===== src/hw/rtl/gfr_pkg.sv =====
`default_nettype none
// ----------------------------------------------------------------------------
// gfr_pkg
// shared types and constants for the binary gnss frame receiver
// ----------------------------------------------------------------------------
package gfr_pkg;

	localparam logic [7:0] SYNC_FIRST      = 8'hB5;
	localparam logic [7:0] SYNC_SECOND     = 8'h62;
	localparam logic [7:0] ACK_CLASS_CODE  = 8'h05;
	localparam logic [7:0] ACK_ID_CODE     = 8'h01;
	localparam logic [7:0] NACK_ID_CODE    = 8'h00;
	localparam logic [15:0] ACK_PAYLOAD_LEN = 16'd2;

	localparam int IDX_W = 17;

	// position of the two payload bytes that an ack frame carries
	localparam logic [IDX_W-1:0] IDX_ACK_CLASS = 17'd4;
	localparam logic [IDX_W-1:0] IDX_ACK_ID    = 17'd5;
	// payload ends at index length + 3
	localparam logic [IDX_W-1:0] IDX_HDR_LAST  = 17'd3;

	typedef enum logic [3:0] {
		PH_HUNT1   = 4'd0,
		PH_HUNT2   = 4'd1,
		PH_CLASS   = 4'd2,
		PH_IDENT   = 4'd3,
		PH_LEN_LO  = 4'd4,
		PH_LEN_HI  = 4'd5,
		PH_PAYLOAD = 4'd6,
		PH_CK_A    = 4'd7,
		PH_CK_B    = 4'd8
	} phase_t;

	typedef enum logic [1:0] {
		KIND_OTHER = 2'd0,
		KIND_ACK   = 2'd1,
		KIND_NACK  = 2'd2
	} kind_t;

	typedef struct packed {
		logic [7:0]       data_byte;
		logic [IDX_W-1:0] byte_index;
		logic             last_of_frame;
		logic             checksum_ok;
		kind_t            frame_kind;
		logic [7:0]       ack_class;
		logic [7:0]       ack_id;
	} result_t;

endpackage
`default_nettype wire


===== src/hw/rtl/gfr_parser.sv =====
`default_nettype none
// ----------------------------------------------------------------------------
// gfr_parser
// frame state, running fletcher sums and per-byte result logic
// ----------------------------------------------------------------------------
module gfr_parser import gfr_pkg::*; (
	input  wire logic       clk,
	input  wire logic       arst_n,
	input  wire logic       take,
	input  wire logic [7:0] rx_byte,
	output logic            res_valid,
	output result_t         res
);

	phase_t           phase_q, phase_nxt;
	logic [IDX_W-1:0] count_q, count_nxt;
	logic [15:0]      len_q, len_nxt;
	logic [7:0]       sum_a_q, sum_a_nxt;
	logic [7:0]       sum_b_q, sum_b_nxt;
	logic             ck_a_ok_q, ck_a_ok_nxt;
	logic [7:0]       cls_q, cls_nxt;
	logic [7:0]       ident_q, ident_nxt;
	logic [7:0]       hold_cls_q, hold_cls_nxt;
	logic [7:0]       hold_id_q, hold_id_nxt;
	logic [7:0]       add_a;
	logic [7:0]       add_b;
	logic [15:0]      len_full;
	logic [IDX_W-1:0] pay_end;

	assign add_a    = sum_a_q + rx_byte;
	assign add_b    = sum_b_q + add_a;
	assign len_full = {rx_byte, len_q[7:0]};
	assign pay_end  = {1'b0, len_q} + IDX_HDR_LAST;

	always_comb begin
		phase_nxt    = phase_q;
		count_nxt    = count_q;
		len_nxt      = len_q;
		sum_a_nxt    = sum_a_q;
		sum_b_nxt    = sum_b_q;
		ck_a_ok_nxt  = ck_a_ok_q;
		cls_nxt      = cls_q;
		ident_nxt    = ident_q;
		hold_cls_nxt = hold_cls_q;
		hold_id_nxt  = hold_id_q;
		res_valid    = 1'b1;
		res.data_byte     = rx_byte;
		res.byte_index    = count_q;
		res.last_of_frame = 1'b0;
		res.checksum_ok   = 1'b0;
		res.frame_kind    = KIND_OTHER;
		res.ack_class     = 8'd0;
		res.ack_id        = 8'd0;
		unique case (phase_q)
			PH_HUNT1: begin
				res_valid = 1'b0;
				if (rx_byte == SYNC_FIRST) begin
					phase_nxt = PH_HUNT2;
				end
			end
			PH_HUNT2: begin
				res_valid = 1'b0;
				if (rx_byte == SYNC_SECOND) begin
					phase_nxt    = PH_CLASS;
					count_nxt    = '0;
					len_nxt      = '0;
					sum_a_nxt    = '0;
					sum_b_nxt    = '0;
					ck_a_ok_nxt  = 1'b0;
					cls_nxt      = '0;
					ident_nxt    = '0;
					hold_cls_nxt = '0;
					hold_id_nxt  = '0;
				end else begin
					phase_nxt = PH_HUNT1;
				end
			end
			PH_CLASS: begin
				cls_nxt   = rx_byte;
				sum_a_nxt = add_a;
				sum_b_nxt = add_b;
				phase_nxt = PH_IDENT;
			end
			PH_IDENT: begin
				ident_nxt = rx_byte;
				sum_a_nxt = add_a;
				sum_b_nxt = add_b;
				phase_nxt = PH_LEN_LO;
			end
			PH_LEN_LO: begin
				len_nxt   = {8'd0, rx_byte};
				sum_a_nxt = add_a;
				sum_b_nxt = add_b;
				phase_nxt = PH_LEN_HI;
			end
			PH_LEN_HI: begin
				len_nxt   = len_full;
				sum_a_nxt = add_a;
				sum_b_nxt = add_b;
				phase_nxt = (len_full == 16'd0) ? PH_CK_A : PH_PAYLOAD;
			end
			PH_PAYLOAD: begin
				if (count_q == IDX_ACK_CLASS) begin
					hold_cls_nxt = rx_byte;
				end else if (count_q == IDX_ACK_ID) begin
					hold_id_nxt = rx_byte;
				end
				sum_a_nxt = add_a;
				sum_b_nxt = add_b;
				if (count_q >= pay_end) begin
					phase_nxt = PH_CK_A;
				end
			end
			PH_CK_A: begin
				ck_a_ok_nxt = (rx_byte == sum_a_q);
				phase_nxt   = PH_CK_B;
			end
			PH_CK_B: begin
				res.last_of_frame = 1'b1;
				res.checksum_ok   = ck_a_ok_q && (rx_byte == sum_b_q);
				if (cls_q == ACK_CLASS_CODE && len_q == ACK_PAYLOAD_LEN) begin
					if (ident_q == ACK_ID_CODE) begin
						res.frame_kind = KIND_ACK;
					end else if (ident_q == NACK_ID_CODE) begin
						res.frame_kind = KIND_NACK;
					end
				end
				if (res.frame_kind != KIND_OTHER) begin
					res.ack_class = hold_cls_q;
					res.ack_id    = hold_id_q;
				end
				phase_nxt = PH_HUNT1;
			end
			default: begin
				res_valid = 1'b0;
				phase_nxt = PH_HUNT1;
			end
		endcase
		if (res_valid) begin
			count_nxt = count_q + 1'b1;
		end
	end

	always_ff @(posedge clk or negedge arst_n) begin
		if (!arst_n) begin
			phase_q    <= PH_HUNT1;
			count_q    <= '0;
			len_q      <= '0;
			sum_a_q    <= '0;
			sum_b_q    <= '0;
			ck_a_ok_q  <= 1'b0;
			cls_q      <= '0;
			ident_q    <= '0;
			hold_cls_q <= '0;
			hold_id_q  <= '0;
		end else if (take) begin
			phase_q    <= phase_nxt;
			count_q    <= count_nxt;
			len_q      <= len_nxt;
			sum_a_q    <= sum_a_nxt;
			sum_b_q    <= sum_b_nxt;
			ck_a_ok_q  <= ck_a_ok_nxt;
			cls_q      <= cls_nxt;
			ident_q    <= ident_nxt;
			hold_cls_q <= hold_cls_nxt;
			hold_id_q  <= hold_id_nxt;
		end
	end

endmodule
`default_nettype wire


===== src/hw/rtl/gfr_out_stage.sv =====
`default_nettype none
// ----------------------------------------------------------------------------
// gfr_out_stage
// result register with valid/ready, refilled in the cycle it drains
// ----------------------------------------------------------------------------
module gfr_out_stage import gfr_pkg::*; (
	input  wire logic    clk,
	input  wire logic    arst_n,
	input  wire logic    load,
	input  wire result_t load_res,
	output logic         room,
	output logic         out_valid,
	input  wire logic    out_ready,
	output result_t      out_res
);

	logic    valid_q;
	result_t res_q;

	assign room      = !valid_q || out_ready;
	assign out_valid = valid_q;
	assign out_res   = res_q;

	always_ff @(posedge clk or negedge arst_n) begin
		if (!arst_n) begin
			valid_q <= 1'b0;
		end else if (room) begin
			valid_q <= load;
		end
	end

	always_ff @(posedge clk) begin
		if (room && load) begin
			res_q <= load_res;
		end
	end

endmodule
`default_nettype wire


===== src/hw/rtl/binary_gnss_frame_receiver.sv =====
`default_nettype none
// a frame byte shows on the output in the cycle after its input transaction
// throughput: one byte per cycle; in_ready drops only while a result waits on out_ready
// sync bytes and bytes seen while hunting give no output transaction
// reset (arst_n low, asynchronous): parser hunts for the first sync byte, output empty
// ----------------------------------------------------------------------------
// binary_gnss_frame_receiver
// sync hunt, header/payload walk and fletcher check for binary gnss frames
// ----------------------------------------------------------------------------
module binary_gnss_frame_receiver import gfr_pkg::*; (
	input  wire logic        clk,
	input  wire logic        arst_n,
	// byte input channel
	input  wire logic        in_valid,
	output logic             in_ready,
	input  wire logic [7:0]  rx_byte,
	// frame byte output channel
	output logic             out_valid,
	input  wire logic        out_ready,
	output logic [7:0]       data_byte,
	output logic [16:0]      byte_index,
	output logic             last_of_frame,
	output logic             checksum_ok,
	output logic [1:0]       frame_kind,
	output logic [7:0]       ack_class,
	output logic [7:0]       ack_id
);

	logic    take;
	logic    room;
	logic    res_valid;
	result_t res;
	result_t out_res;

	// a byte is taken whenever the result register can take its result
	assign in_ready = room;
	assign take     = in_valid && room;

	// parser state steps once per input transaction
	gfr_parser u_parser (
		.clk       (clk),
		.arst_n    (arst_n),
		.take      (take),
		.rx_byte   (rx_byte),
		.res_valid (res_valid),
		.res       (res)
	);

	// only bytes from the class byte onward produce a result
	gfr_out_stage u_out (
		.clk       (clk),
		.arst_n    (arst_n),
		.load      (take && res_valid),
		.load_res  (res),
		.room      (room),
		.out_valid (out_valid),
		.out_ready (out_ready),
		.out_res   (out_res)
	);

	assign data_byte     = out_res.data_byte;
	assign byte_index    = out_res.byte_index;
	assign last_of_frame = out_res.last_of_frame;
	assign checksum_ok   = out_res.checksum_ok;
	assign frame_kind    = out_res.frame_kind;
	assign ack_class     = out_res.ack_class;
	assign ack_id        = out_res.ack_id;

`ifndef SYNTHESIS
	// check and kind are only reported on the closing checksum byte
	a_flags_only_last: assert property (@(posedge clk) disable iff (!arst_n)
		out_valid && !last_of_frame |-> !checksum_ok && frame_kind == KIND_OTHER)
		else $error("check or kind flagged before end of frame");

	// acknowledged class and id only accompany an ack or nack
	a_ack_fields_zero: assert property (@(posedge clk) disable iff (!arst_n)
		out_valid && frame_kind == KIND_OTHER |-> ack_class == 8'd0 && ack_id == 8'd0)
		else $error("ack fields set on a non-ack frame");

	// shortest frame: class, id, two length bytes, two checksum bytes
	a_last_index: assert property (@(posedge clk) disable iff (!arst_n)
		out_valid && last_of_frame |-> byte_index >= 17'd5)
		else $error("frame closed too early");
`endif

endmodule
`default_nettype wire

===== config.mk =====
export PLATFORM = sky130hd
export DESIGN_NAME = binary_gnss_frame_receiver
export DESIGN_NICKNAME = d
export VERILOG_FILES = /design/src/hw/rtl/gfr_pkg.sv /design/src/hw/rtl/gfr_parser.sv /design/src/hw/rtl/gfr_out_stage.sv /design/src/hw/rtl/binary_gnss_frame_receiver.sv
export SDC_FILE = /design/constraint.sdc
export NUM_CORES = 1
export LEC_CHECK = 0
export ABC_AREA = 1
export ABC_CLOCK_PERIOD_IN_PS = 2600
export BUFFER_PORTS_ARGS = -buffer_cell sky130_fd_sc_hd__buf_2
export CAP_MARGIN = 20
export CORE_MARGIN = 2
export CORE_UTILIZATION = 54
export DETAILED_ROUTE_END_ITERATION = 6
export PLACE_DENSITY = 0.85
export SLEW_MARGIN = 20
export SYNTH_ARGS = -nofsm -noshare
export SYNTH_HDL_FRONTEND = slang
export SYNTH_SLANG_ARGS = --single-unit

===== constraint.sdc =====
create_clock -name clk -period 2.6 [get_ports clk]
set_clock_uncertainty 0.1 [all_clocks]
set_input_delay 0.13 -clock clk [delete_from_list [all_inputs] [get_ports clk]]
set_output_delay 0.13 -clock clk [all_outputs]
set_load 0.005 [all_outputs]

==> results.txt, run 1 <==
The tools report the via count as 5984. The per-cell routed wire length works out to 14.1 µm. The completed layout was analyzed and its total power is 7.90 mW. In the routed layout, each cell is associated on average with a via count of 5.24. At the worst endpoint, the required time is 2820 ps. Detailed placement finished with a half-perimeter wire length of 11700 µm. By instance count, the cell type seen most on the critical path is sky130_fd_sc_hd__nand2_1.

The average instance in the mapped netlist occupies 8.65 µm². The arrival time of the worst setup path was 3010 ps; the core area was 13100 µm². Yosys instantiated no cell more often than sky130_fd_sc_hd__nand2_1.

The root buffer cell chosen for the clock tree is sky130_fd_sc_hd__clkbuf_16. The logs give 59 for the number of top-level design ports and 17 for the TritonCTS buffer count. Setup repair after global routing could not meet its margin everywhere.

The share of final-layout standard cells stronger than drive strength 1 was 0.217; the number of warnings issued by yosys was 0. The signal on the critical path passes through inv_2, ha_4, nor3_4, nand3_2, nor3_4, nand4_1, xor2_1, ha_1, nand2_1, inv_1, nand2_1, nand2_1, nand2_1, nand2_2, a21oi_2, nand4_1, nand3_1, nand2_1. Summed over all layers, the routed wires come to 16100 µm. The pre-antenna-repair detailed-routing pass consisted of 5 iterations. The logs give 0 for the number of hold violations in the final report and 0.358 GHz for the maximum clock frequency. In this run the worst hold path is classified as input pin to asynchronous set/reset pin. The detail route stage leaves a number of antenna-violating nets equal to 0. Along the worst path, the maximum fanout reaches 4.

Power density over cell area: 897 nW/µm². The period utilization is 1.07. The cell type contributing the most total cell area after synthesis was sky130_fd_sc_hd__dfrtp_1.

The leading register cell type out of synthesis was sky130_fd_sc_hd__dfrtp_1. The initial cell density of the core was 0.547; the summed negative setup slack over all endpoints was -753 ps. After clock tree synthesis, the clock-pin slew on the worst setup and hold paths is 60 ps. The total of endpoints with negative setup slack in the final report is 5. The flow ran to the end, but the final reports show violations. The critical path is of the register to register type. The congestion estimate from routability-driven global placement came to 0.920.

The final critical delay including setup and external delays works out to 2790 ps. The aggregate global-route resource usage is 0.244. In this run the deepest clock path goes through 2 buffers.

The number of placed instances, taps included, is 1092. After synthesis the netlist holds a flip-flop and latch count of 132. The worst voltage drop across the vdd grid is 1.14 mV, and the share of the yosys chip area belonging to registers is 0.493. The area share of the largest cell type after synthesis works out to 0.304. Ranked by instance count, the synthesized netlist is headed by 250 x sky130_fd_sc_hd__nand2_1, 87 x sky130_fd_sc_hd__dfrtp_1, 84 x sky130_fd_sc_hd__inv_1.

The tightest hold path in the finished design has a slack of 171 ps. The worst setup path is launched from a register. The port buffer count was 58; the number of global-route vias before repair was 5757. For this block, the initial DRC count from the detailed router was 528. The wire length of the first global-routing pass was 27200 µm. The slowest stage of the critical path is the sky130_fd_sc_hd__dfrtp_1 cell. The slack of the critical path is -190 ps. The share of async-settable or async-resettable flops after synthesis was 0.659. The number of nets handed over by synthesis was 878. The horizontal die dimension was 119 µm; the transition time of the tightest slew-check pin was 694 ps. The stage delay of the slowest cell on the critical path is 350 ps, and the number of levels in the clock H-tree is 4. For the initial antenna violation count, the log shows 0. The capturing element type of the critical path is a register. After global routing the overflow that remains totals 0.

The tools report the combined area of all synthesized cells as 7150 µm². After the last flow step, the layout net total stands at 1003. The max-slew headroom at the worst pin came out at 0.538.

The final reports fail on setup timing. The number of core rows was 42; the area of the die was 14200 µm². Entering global routing, the biggest net connects 55 pins. The die outline height is 119 µm, and the clock insertion delay at the later pin of the skew report is 430 ps. Excluding fillers, the count of instances in the completed layout stands at 1141.

For the synthesized instance count, the log shows 827. The max-capacitance violation count came out at 0. The number of enable-type register cells in the synthesized netlist came out at 45.

The logs give 0 for the max-slew violation total from the final report and 0 for the final routed DRC violation total. The synthesized netlist contains 45 unique library cells. TritonCTS built the clock tree. The logs give 3.94 nW for the standby leakage power and 0 for the final antenna diode count. Sorting the synthesized cells by area gives the leading types as sky130_fd_sc_hd__dfrtp_1 30%, sky130_fd_sc_hd__edfxtp_1 19%, sky130_fd_sc_hd__nand2_1 13%. The clock sink count was 132. Before CTS, the worst setup slack after placement is -239 ps. The area growth from synthesis to layout is 23.0%.
==> layer usage <==
layer  part of all wire  vias to the layer above  track usage
met1               0.42                     2806        0.304
met5                  0                        -            0
met3              0.050                       37       0.0594
met2               0.50                      174        0.408
met4              0.026                        0        0.102
li1                   -                     2967            -
==> worst paths after layout <==
kind / startpoint / endpoint / slack (ps) / cells after the start
max in group asynchronous: arst_n / u_parser.ident_q[2]$_DFFE_PN0P_ / 1540 / 3
worst min register to register: u_parser.hold_cls_q[2]$_DFFE_PN0P_ / u_parser.hold_cls_q[2]$_DFFE_PN0P_ / 370 / 2
worst max register to register: u_parser.len_q[1]$_DFFE_PN0P_ / u_parser.phase_q[2]$_DFFE_PN0P_ / -190 / 18
worst min-delay path: arst_n / u_parser.sum_b_q[3]$_DFFE_PN0P_ / 170 / 2
worst max-delay path: u_parser.len_q[1]$_DFFE_PN0P_ / u_parser.phase_q[2]$_DFFE_PN0P_ / -190 / 18
min in group clk: in_valid / u_parser.sum_b_q[1]$_DFFE_PN0P_ / 230 / 5
==> power breakdown <==
| part | switching, mW | internal (mW) | total (mW) |
|---|---|---|---|
| Clock | 0.950 | 1.34 | 2.29 |
| Combinational | 1.57 | 1.31 | 2.88 |
| Sequential | 0.276 | 2.45 | 2.73 |
==> critical path: cells and delay by family (launching register included) <==
family / cells / cell delay [ps]
simple gates: 12 / 1350
compound gates: 1 / 90
fa+ha+maj: 2 / 480
xor+xnor: 1 / 190
buf+inv: 2 / 110
flops: 1 / 350
==> sequential cells by signal, indices dropped and copies added, names as in the netlist <==
signal,cells
u_out.out_res,45
u_out.out_valid,1
u_parser.ck_a_ok_q,1
u_parser.cls_q,8
u_parser.count_q,17
u_parser.hold_cls_q,8
u_parser.hold_id_q,8
u_parser.ident_q,8
u_parser.len_q,16
u_parser.phase_q,4
u_parser.sum_a_q,8
u_parser.sum_b_q,8
==> cell type report <==
class                   count  area [µm²]
fillers                  1018        4290
flip-flops and latches    132        3530
multi-input cells         590        3360
repair buffers            115         758
clock buffers              18         429
inverters                  96         360
well taps                 176         220
clock inverters            14         140
==> cells by family (layout without fill, tap and decap cells) <==
family | count (synthesis) | after routing | synth area share
AOI/OAI and AO/OA | 96 | 96 | 0.0740
buffers and inverters | 105 | 243 | 0.0626
and+or+nand+nor | 429 | 429 | 0.267
xor gates and xnor gates | 23 | 23 | 0.0282
adders and majority gates | 39 | 39 | 0.0703
DFF | 132 | 132 | 0.493
muxes | 3 | 3 | 0.00420
==> placed cells by master (no fill, tap or decap), drive strengths merged, types with 3 or more instances in the layout <==
cell / n
a21oi: 31
buf: 105
clkbuf: 18
clkinv: 4
clkinvlp: 3
dfrtp: 87
dlygate4sd3: 10
edfxtp: 45
ha: 37
inv: 102
mux2i: 3
nand2: 255
nand3: 51
nand4: 11
nor2: 80
nor3: 16
nor4: 7
o21ai: 50
o22ai: 4
or2: 5
xnor2: 6
xor2: 17
==> repair_timing <==
action                                  4_1_cts  5_1_grt
pin swaps                                    10       22
endpoints found under the setup margin        6        7
resized for setup                             8       19
hold buffers                                 10        0
hold endpoints to repair                     64        0
setup buffers                                 3        4
==> metrics by stage <==
step | cell area, µm² | util
global route | 8800 | 0.673
floorplan | 7200 | -
CTS | 8670 | 0.662
finish | 8800 | 0.673
detailed placement | 7940 | 0.607
global placement | 7940 | 0.607
No activity file was read; power rests on OpenSTA's default activity.
==> run 2, diff against run 1 <==
CORE_MARGIN = 8   (was 2)
==> run 2 against run 1 <==
Net effect:
- the run ends with DRC, setup timing left
- global-route usage decreased by 3.7 points
- total power increased by 3.7%
- clock power increased by 2%
- combinational power increased by 8.7%
- count of clock-buffer cells in the layout decreased by 1
- die area increased by 21%
- register-to-register slack improved by 20 ps
- worst hold slack got worse by 150 ps
- wire length increased by 4.3%
- critical path depth unchanged
- fmax increased by 0.72%
- worst setup slack improved by 20 ps
- largest power group unchanged
==> results.txt, run 2 (synthesis gave the netlist of run 1 again) <==
The master cell of the clock root buffer is sky130_fd_sc_hd__clkbuf_16. Sequential cell area in the final layout: 3530 µm² (unchanged). The total of endpoints with negative setup slack in the final report came out at 4 (-1).

The detailed router used layers up to and including met4. The area after detailed placement was 7920 µm² (-0.22%); the placed wire-length estimate after detailed placement was 11700 µm (about the same). The final antenna diode count was 0 (unchanged). The via count is 6012 (+0.47%). The required time of the critical path came out at 2810 ps (about the same). The critical path is of the register to register type. The arrival time of the worst setup path came out at 2980 ps (-30 ps). Port buffer count: 58 (unchanged).

The layout net count was 1001 (-0.20%); the final critical delay including setup and external delays was 2770 ps (-20.0 ps). The logs give 2 (unchanged) for the maximum root-to-sink buffer count and 80 (+45%) for the largest net degree at the start of global routing. The remaining antenna violation count was 0 (unchanged); the clock-pin slew of the registers on the worst-case setup and hold paths was 60 ps (about the same). The met3 wirelength from detailed routing is 1060 µm (+33%).

The initial DRC count is 564 (+6.8%). The checks that failed: DRC, setup timing. The horizontal die dimension is 131 µm (+10%), and the slack of the critical path is -170 ps (+20.0 ps). The run gives 8870 µm² (+0.84%) as the final cell area excluding filler cells. The startpoint identified for the worst hold timing path is rx_byte[4].

The max-slew headroom at the worst pin was 0.638 (+0.100). Most common cell after layout, fill and taps aside: sky130_fd_sc_hd__nand2_1. For the worst voltage drop across the vdd grid, the log shows 1.02 mV (-9.9%).

The critical path starts at u_parser.len_q[1]$_DFFE_PN0P_. The run gives 13100 µm² (unchanged) as the core area. The die outline height came out at 131 µm (+10%). For the number of iterations in the first detailed-routing pass, the log shows 7 (+2).

The standby leakage power was 3.96 nW (+0.75%); the initial antenna violation count was 0 (unchanged). The tools report the wire length of the first global-routing pass as 27600 µm (+1.5%). The run gives 979 (-3.8%) as the total of fill cells in the finished design. For the aggregate global-route resource usage, the log shows 0.208 (-0.0366). The maximum fanout count along the critical path works out to 4 (unchanged).

The power density over cell area was 923 nW/µm² (+2.9%); the end-of-flow core utilization was 0.678 (+0.00564). The global-route congestion overflow total was 0 (unchanged); the max-capacitance violation count was 0 (unchanged). TritonCTS built the clock tree. The top cell types in the final layout, fill and taps aside, are 242 x sky130_fd_sc_hd__nand2_1, 87 x sky130_fd_sc_hd__dfrtp_1, 82 x sky130_fd_sc_hd__inv_1. The transition time of the tightest slew-check pin is 540 ps (-154 ps), and the per-cell routed wire length is 14.7 µm (+4.5%). The flow ran to the end, but the final reports show violations. The share of final-layout standard cells stronger than drive strength 1 came out at 0.228 (+0.0119). For the clock insertion delay at the later pin of the skew report, the log shows 420 ps (about the same). STA classifies the critical path endpoint as a register. The total power came out at 8.19 mW (+3.7%). Number of global-route vias before repair: 5870 (+2.0%). The tightest min-delay check is of the input pin to register type. The clock sink count is 132 (unchanged), and the synthesis-to-layout area growth is 24.1%. The routed wire length on met2 is 8400 µm (+3.7%). The run gives 0.906 (-1.5%) as the final weighted congestion in routability-driven placement.

The period utilization was 1.07 (-0.00770); the average via count per standard cell was 5.28 (+0.64%). The worst setup path is launched from a register. The max-slew violation total from the final report is 0 (unchanged), and the initial cell density of the core is 0.547 (unchanged). The tools report the worst-case register-to-register setup slack as -170 ps (+20 ps). The run gives 21.2 ps (-150 ps) as the worst hold-check slack.

The tools report the final routed DRC violation total as 4 (+4). Met1 wire length: 6720 µm (-0.72%). In this run the critical register-to-register path is launched from u_parser.len_q[1]$_DFFE_PN0P_.

The number of core rows was 42 (unchanged); the number of hold violations in the final report was 0 (unchanged). Setup repair after global routing could not meet its margin everywhere. The maximum clock frequency is 0.361 GHz (+0.72%), and the sum of routed wire length over all layers is 16800 µm (+4.3%).

The area of the die was 17200 µm² (+21%). The tools report the TritonCTS buffer count as 17 (unchanged). The total area of multi-input combinational cells was 3420 µm² (+1.8%); the number of levels in the clock H-tree was 4 (unchanged). The number of flip-flops under the largest register name is 45 (unchanged), and the number of top-level design ports is 59 (unchanged).
-- run 2: cell count changes in the layout (fill, tap and decap cells not counted), sizes merged --
| cell | change |
|---|---|
| inv | -3 |
| clkbuf | -1 |
| clkinv | +4 |
| buf | -2 |
| bufinv | +1 |
| clkinvlp | -1 |
-- run 2: power by group --
part	internal, mW	switching, mW	total, mW
Clock	1.42	0.920	2.34
Sequential	2.45	0.275	2.73
Combinational	1.45	1.68	3.13
-- run 2: timing repair --
item,CTS,global route
resized for setup,5,35
hold endpoints to repair,99,0
hold buffers,10,0
setup endpoints to repair,7,9
buffers inserted,4,7
pin swaps,10,24
-- run 2: worst paths after layout --
kind                                                            to  cells after the start
min in group asynchronous          u_parser.sum_b_q[3]$_DFFE_PN0P_                      3
worst max register to register     u_parser.phase_q[2]$_DFFE_PN0P_                     18
worst min-delay path                   u_out.out_res[41]$_DFFE_PP_                      2
worst min register to register  u_parser.hold_cls_q[7]$_DFFE_PN0P_                      2
worst max-delay path               u_parser.phase_q[2]$_DFFE_PN0P_                     18
max in group asynchronous          u_parser.sum_a_q[0]$_DFFE_PN0P_                      3
-- run 2: final cells by class --
type / instances / share of cell area
multi-input cells: 590 / 0.386
repair buffers: 113 / 0.0854
clock buffers: 17 / 0.0479
well taps: 176 / 0.0248
clock inverters: 15 / 0.0176
inverters: 96 / 0.0406
flip-flops and latches: 132 / 0.398
-- run 2: metal layers --
metal,vias up,track usage
met3,52,0.0469
met1,2818,0.244
met5,-,0
met2,185,0.344
met4,0,0.121
li1,2957,-
-- run 2: critical path, cell delays in order (launching register included) --
cell and delay (ps):
sky130_fd_sc_hd__dfrtp_1 370, sky130_fd_sc_hd__inv_2 70, sky130_fd_sc_hd__ha_4 170, sky130_fd_sc_hd__nor3_4 130
sky130_fd_sc_hd__nand3_2 120, sky130_fd_sc_hd__nor3_4 150, sky130_fd_sc_hd__nand4_1 190, sky130_fd_sc_hd__xor2_1 200
sky130_fd_sc_hd__ha_1 310, sky130_fd_sc_hd__nand2_1 90, sky130_fd_sc_hd__inv_1 40, sky130_fd_sc_hd__nand2_1 70
sky130_fd_sc_hd__nand2_2 50, sky130_fd_sc_hd__nand2_1 60, sky130_fd_sc_hd__nand2_1 40, sky130_fd_sc_hd__a21oi_1 100
sky130_fd_sc_hd__nand4_1 200, sky130_fd_sc_hd__nand3_1 150, sky130_fd_sc_hd__nand2_1 60
-- run 2: metrics by stage --
stage          setup slack [ps]  instances  setup TNS, ps
6_report                   -170       1139           -642
5_1_grt                    -380       1139          -1770
4_1_cts                    -178       1134           -649
3_5_place_dp               -247       1088          -1040
3_3_place_gp               -135       1088           -578
2_1_floorplan             -14.0        827          -54.4
